### src/rtl/core/rmsw_pkg.sv
// Shared types and constants of the running median block.
package rmsw_pkg;

  localparam int unsigned WINDOW_CAP = 127;
  localparam int unsigned SMP_W      = 32;
  localparam int unsigned MED_W      = 33;
  localparam int unsigned AW         = 7;

  typedef logic signed [SMP_W-1:0] sample_t;
  typedef logic signed [MED_W-1:0] median_t;
  typedef logic [AW-1:0]           idx_t;

  typedef enum logic [2:0] {
    ST_IDLE,
    ST_DECIDE,
    ST_FILL,
    ST_SHIFT,
    ST_EMIT
  } rmsw_state_e;

  // controller -> datapath
  typedef struct packed {
    logic accept;
    logic decide;
    logic fill;
    logic shift;
    logic emit;
  } rmsw_cmd_t;

  // datapath -> controller
  typedef struct packed {
    logic want;
    logic fill_done;
    logic shift_done;
    logic slot_free;
    logic more;
  } rmsw_sts_t;

endpackage

### src/rtl/core/rmsw_ctrl.sv
// Sequencer of the running median block.
module rmsw_ctrl import rmsw_pkg::*; (
  input  logic      clk_i,
  input  logic      rst_ni,
  input  logic      in_valid_i,
  output logic      in_ready_o,
  input  rmsw_sts_t sts_i,
  output rmsw_cmd_t cmd_o
);

  rmsw_state_e state_q, state_d;

  always_ff @(posedge clk_i or negedge rst_ni) begin
    if (!rst_ni) begin
      state_q <= ST_IDLE;
    end else begin
      state_q <= state_d;
    end
  end

  always_comb begin
    state_d = state_q;
    case (state_q)
      ST_IDLE:   if (in_valid_i) state_d = ST_DECIDE;
      ST_DECIDE: state_d = sts_i.want ? ST_FILL : ST_IDLE;
      ST_FILL:   if (sts_i.fill_done) state_d = ST_SHIFT;
      ST_SHIFT:  if (sts_i.shift_done) state_d = ST_EMIT;
      ST_EMIT: begin
        if (sts_i.slot_free) state_d = sts_i.more ? ST_FILL : ST_IDLE;
      end
      default:   state_d = ST_IDLE;
    endcase
  end

  always_comb begin
    cmd_o      = '0;
    in_ready_o = 1'b0;
    case (state_q)
      ST_IDLE: begin
        in_ready_o   = 1'b1;
        cmd_o.accept = in_valid_i;
      end
      ST_DECIDE: cmd_o.decide = 1'b1;
      ST_FILL:   cmd_o.fill   = 1'b1;
      ST_SHIFT:  cmd_o.shift  = 1'b1;
      ST_EMIT:   cmd_o.emit   = sts_i.slot_free;
      default: begin
        cmd_o = '0;
      end
    endcase
  end

endmodule

### config.mk
export PLATFORM = sky130hd
export DESIGN_NAME = rmsw_ctrl
export DESIGN_NICKNAME = d
export VERILOG_FILES = /design/src/rtl/core/rmsw_pkg.sv /design/src/rtl/core/rmsw_ctrl.sv
export SDC_FILE = /design/constraint.sdc
export NUM_CORES = 1
export LEC_CHECK = 0
export BUFFER_PORTS_ARGS = -buffer_cell sky130_fd_sc_hd__buf_2
export CORE_AREA = 2 2 39 41
export DETAILED_ROUTE_END_ITERATION = 6
export DIE_AREA = 0 0 41 43
export PLACE_DENSITY_LB_ADDON = 0.15
export SYNTH_ARGS = -nofsm -noshare
export SYNTH_HDL_FRONTEND = slang
export SYNTH_SLANG_ARGS = --single-unit
### constraint.sdc
create_clock -name clk_i -period 1.95 [get_ports clk_i]
set_clock_uncertainty 0.15 [all_clocks]
set_input_delay 0.195 -clock clk_i [delete_from_list [all_inputs] [get_ports clk_i]]
set_output_delay 0.195 -clock clk_i [all_outputs]
set_load 0.005 [all_outputs]
Word-level counts from Yosys, hierarchy flattened
Cells that the tools add are included.

word-level totals
  register bits after elaboration = 3
  input port bits = 8
  output and inout port bits = 6
  logic and storage cells = 24

operators by class
  equal/unequal tests = 8
  multiplexer cells = 13
  reduce and logical (&&, ||, !) cells = 2

operator list
  cell                  number
  $pmux W3 S5           1
  $mux W3               4
  $ne A2 B2 Y1 const B  4
  $eq A3 B2 Y1 const B  2
  $mux W1               6
  $mux W2               2
  $reduce_and A4 Y1     1
  $eq A3 B1 Y1 const B  1
  $eq A3 B3 Y1 const B  1
  $logic_not A3 Y1      1

Depth between registers and ports, before layout
  word-level depth = 3
  mapped depth = 3
  mapped depth without buffers = 2

Worst setup path after synthesis
Ideal clock, no wire load.

  path kind = register to register
  start point = register state_q[2]
  end point = register state_q[1]
  setup time = 126 ps
  arrival time = 929 ps
  data required time = 1674 ps
  slack = 745 ps
  cell stages (with the launch flop) = 3
  path buffers = 0
  clock period less this slack = 1205 ps
  cell sequence = dfrtp_1 nor4bb_4 a221o_1

between the ends
  longest elaborated chain between the ends = 3
  elaborated cells on any way between the ends = 11
  those cells by class = eq/ne: 8; mux: 1; reduce/logical: 2

ends and longest elaborated chain
  element                               RTL line         RTL
  from (decl)                           rmsw_ctrl.sv:11  rmsw_state_e state_q, state_d;
  from (signal assigned)                rmsw_ctrl.sv:17  state_q <= state_d;
  $eq A3 B2 Y1 (tied with other cells)  rmsw_ctrl.sv:23  case (state_q)
  $ne A2 B2 Y1 (no source line)         n/a
  $reduce_and A4 Y1 (no source line)    n/a

Parallel ways exist; a longest one is shown, timed or not.
A chain may end at the register's enable or synchronous reset.

==> run metrics <==
first-pass GRT wire length=1.07 mm; IO Port Bufs=13; Crit path required time=roughly 1.6 ns; Post-Syn Nets=26; initial core utilization=15.2%; top cells by instance count after synthesis=dfrtp_1, nor2b_1; Die Width=approximately 40 um; via count normalized by instance count=4.18; Synth Cell Area=210 sq um; maximum capacitance violations=0; outcome=finished, final reports clean; final wirelength=581 um; final period utilization=between 80 and 90%; top_reg_cell synth=dfrtp_1; Seq/Total Area, Yosys=35.7%; CTS Buffer Depth=2; share of cells above drive strength 1=54.3%; DP Area=290 sq um; number of flops mapped to enable cells by yosys=0; Post-Synthesis Mean Instance Area=roughly 12 sq um; vias in the first global route=254; Synth area leaders=dfrtp_1, nor4bb_4, nor4b_2, nor2b_1, a221o_1; Worst-Margin Slew=0.340 ns; placer congestion estimate=0.655; Switching Share=37.5%; DR vias=213; site row count=14; RSZ-0062 raised after global routing=no; DRT antenna net count=0; Largest register FFs=3; Hold/Removal Path Class=in2reg; total power=0.000434 W; final core occ=23.6%; setup violators final=0; net switching power=0.000163 W; Final #Nets=44; PD cells=~1300 mW/mm^2; count leader, synth=dfrtp_1; Fin Hold WS=0.0359 ns; Synth cell types=15; full die area=0.00176 sq mm; largest net degree at the start of global routing=11; top flop regs=state_q (3); area occupied by multi-input gates=130 sq um; 1st-pass router iterations=3; fin area=327 sq um; combinational power share=38.9%; IO Pins=14; TritonCTS clock tree=done; Mapped Cells=18; area grow syn2layout=55.4%; Starting DRT DRC Count=1; Reg area=75.1 sq um; CP max FO=8; Async S/R FF share, synth=100%; Sink Count=3; number of fill cells=164; DR DRC count=0; count of final hold-check violations=0; H-tree levels=1; min cycle time layout=1.61 ns; Max Freq=0.622 GHz; nature of the critical path endpoint=output pin; Synth top area share=between 30% and 40%; internal power=~0.00027 W; Die Ht=43 um; Yosys reg bits=3; worst vdd ir=0.378 mV; Worst-Skew Late Latency=about 0.23 ns; type of the worst setup path=reg2out; P_leak=0.163 nW; Reg clk slew, reported paths=0.04 ns; CTS Buf Count=3; Setup crit start kind=flop; cell taking the most area after synthesis=dfrtp_1; crit path DAT=about 1.3 ns; max-slew violation count=0; CTS root buffer=clkbuf_4; total number of yosys warnings=0; core area=0.00138 sq mm; clock group share of total power=25.4%; Seq pwr share=between 30% and 40%; setup bufs post-CTS=0; Setup TNS=0 ns; antenna cells=0; Biggest register=state_q; DR WL/cell=11.4 um; initial antenna violation count=0; Max-slew headroom=77.3%; grt ovf=0; gr usage total=9.85%
## cell usage in the layout, fill, tap and decap left out, drive strengths merged
master | synthesis | layout
buf | 1 | 13
clkbuf | 0 | 4
dfrtp | 3 | 3
nor2b | 2 | 2
nor4b | 2 | 2
nor4bb | 2 | 2
and3b | 1 | 1
nor3b | 1 | 1
nor3 | 1 | 1
nand2 | 1 | 1
or2 | 1 | 1
a31o | 1 | 1
a221o | 1 | 1
a21o | 1 | 1
dlygate4sd3 | 0 | 1
## worst max-delay path: stages, from the launching register on
cell and delay (ns):
dfrtp_1 0.52, nor2b_1 0.24, nor2b_1 0.15, buf_2 0.12
## metrics by stage
stage	cells	worst slack, ns
final	51	0.343
after global routing	51	0.214
after CTS	51	0.311
after detailed placement	46	0.583
after global placement	46	0.616
after floorplan	18	0.745
## what timing repair did
item,CTS,global route
hold buffers,1,0
hold endpoints to repair,3,0
gates resized for setup,0,0
## path summary, 6_finish.rpt
kind / cells past startpoint / from / slack, ns / end
min reg2reg: 2 / state_q[0] / 0.64 / state_q[1]
max reg2reg: 2 / state_q[1] / 0.67 / state_q[1]
max in group asynchronous: 2 / rst_ni / 1.41 / state_q[0]
min: 2 / sts_i[2] / 0.04 / state_q[2]
min in group asynchronous: 2 / rst_ni / 0.13 / state_q[1]
max: 3 / state_q[1] / 0.34 / cmd_o[2]
## area by class of cell
class	count	area share [%]
Tap cell	16	6.13
Sequential cell	3	23.0
Multi-Input combinational cell	14	39.8
Timing Repair Buffer	14	23.0
Clock buffer	4	8.05
## power by group through the flow
stage	sequential, W	combinational, W	clock, W
final	0.000155	0.000169	0.000110
after global routing	0.000165	0.000193	0.000118
after CTS	0.000156	0.000175	0.000116
after detailed placement	0.000155	0.000171	0
after global placement	0.000153	0.000174	0
after floorplan	0.000117	0.000137	0
## kinds of logic after synthesis
group / Yosys count / share of synthesized area [%]
buf+inv: 1 / 2.38
compound gates: 3 / 12.5
flops: 3 / 35.7
simple gates: 11 / 49.4
## layer usage
layer	wire (um)	share of wire (%)	GRT usage (%)
met5	0	0	0
met4	0	0	12.0
met3	34	5.9	3.14
met2	301	52	11.3
met1	245	42	12.3
Note: power is estimated with default switching activity, not from simulation.
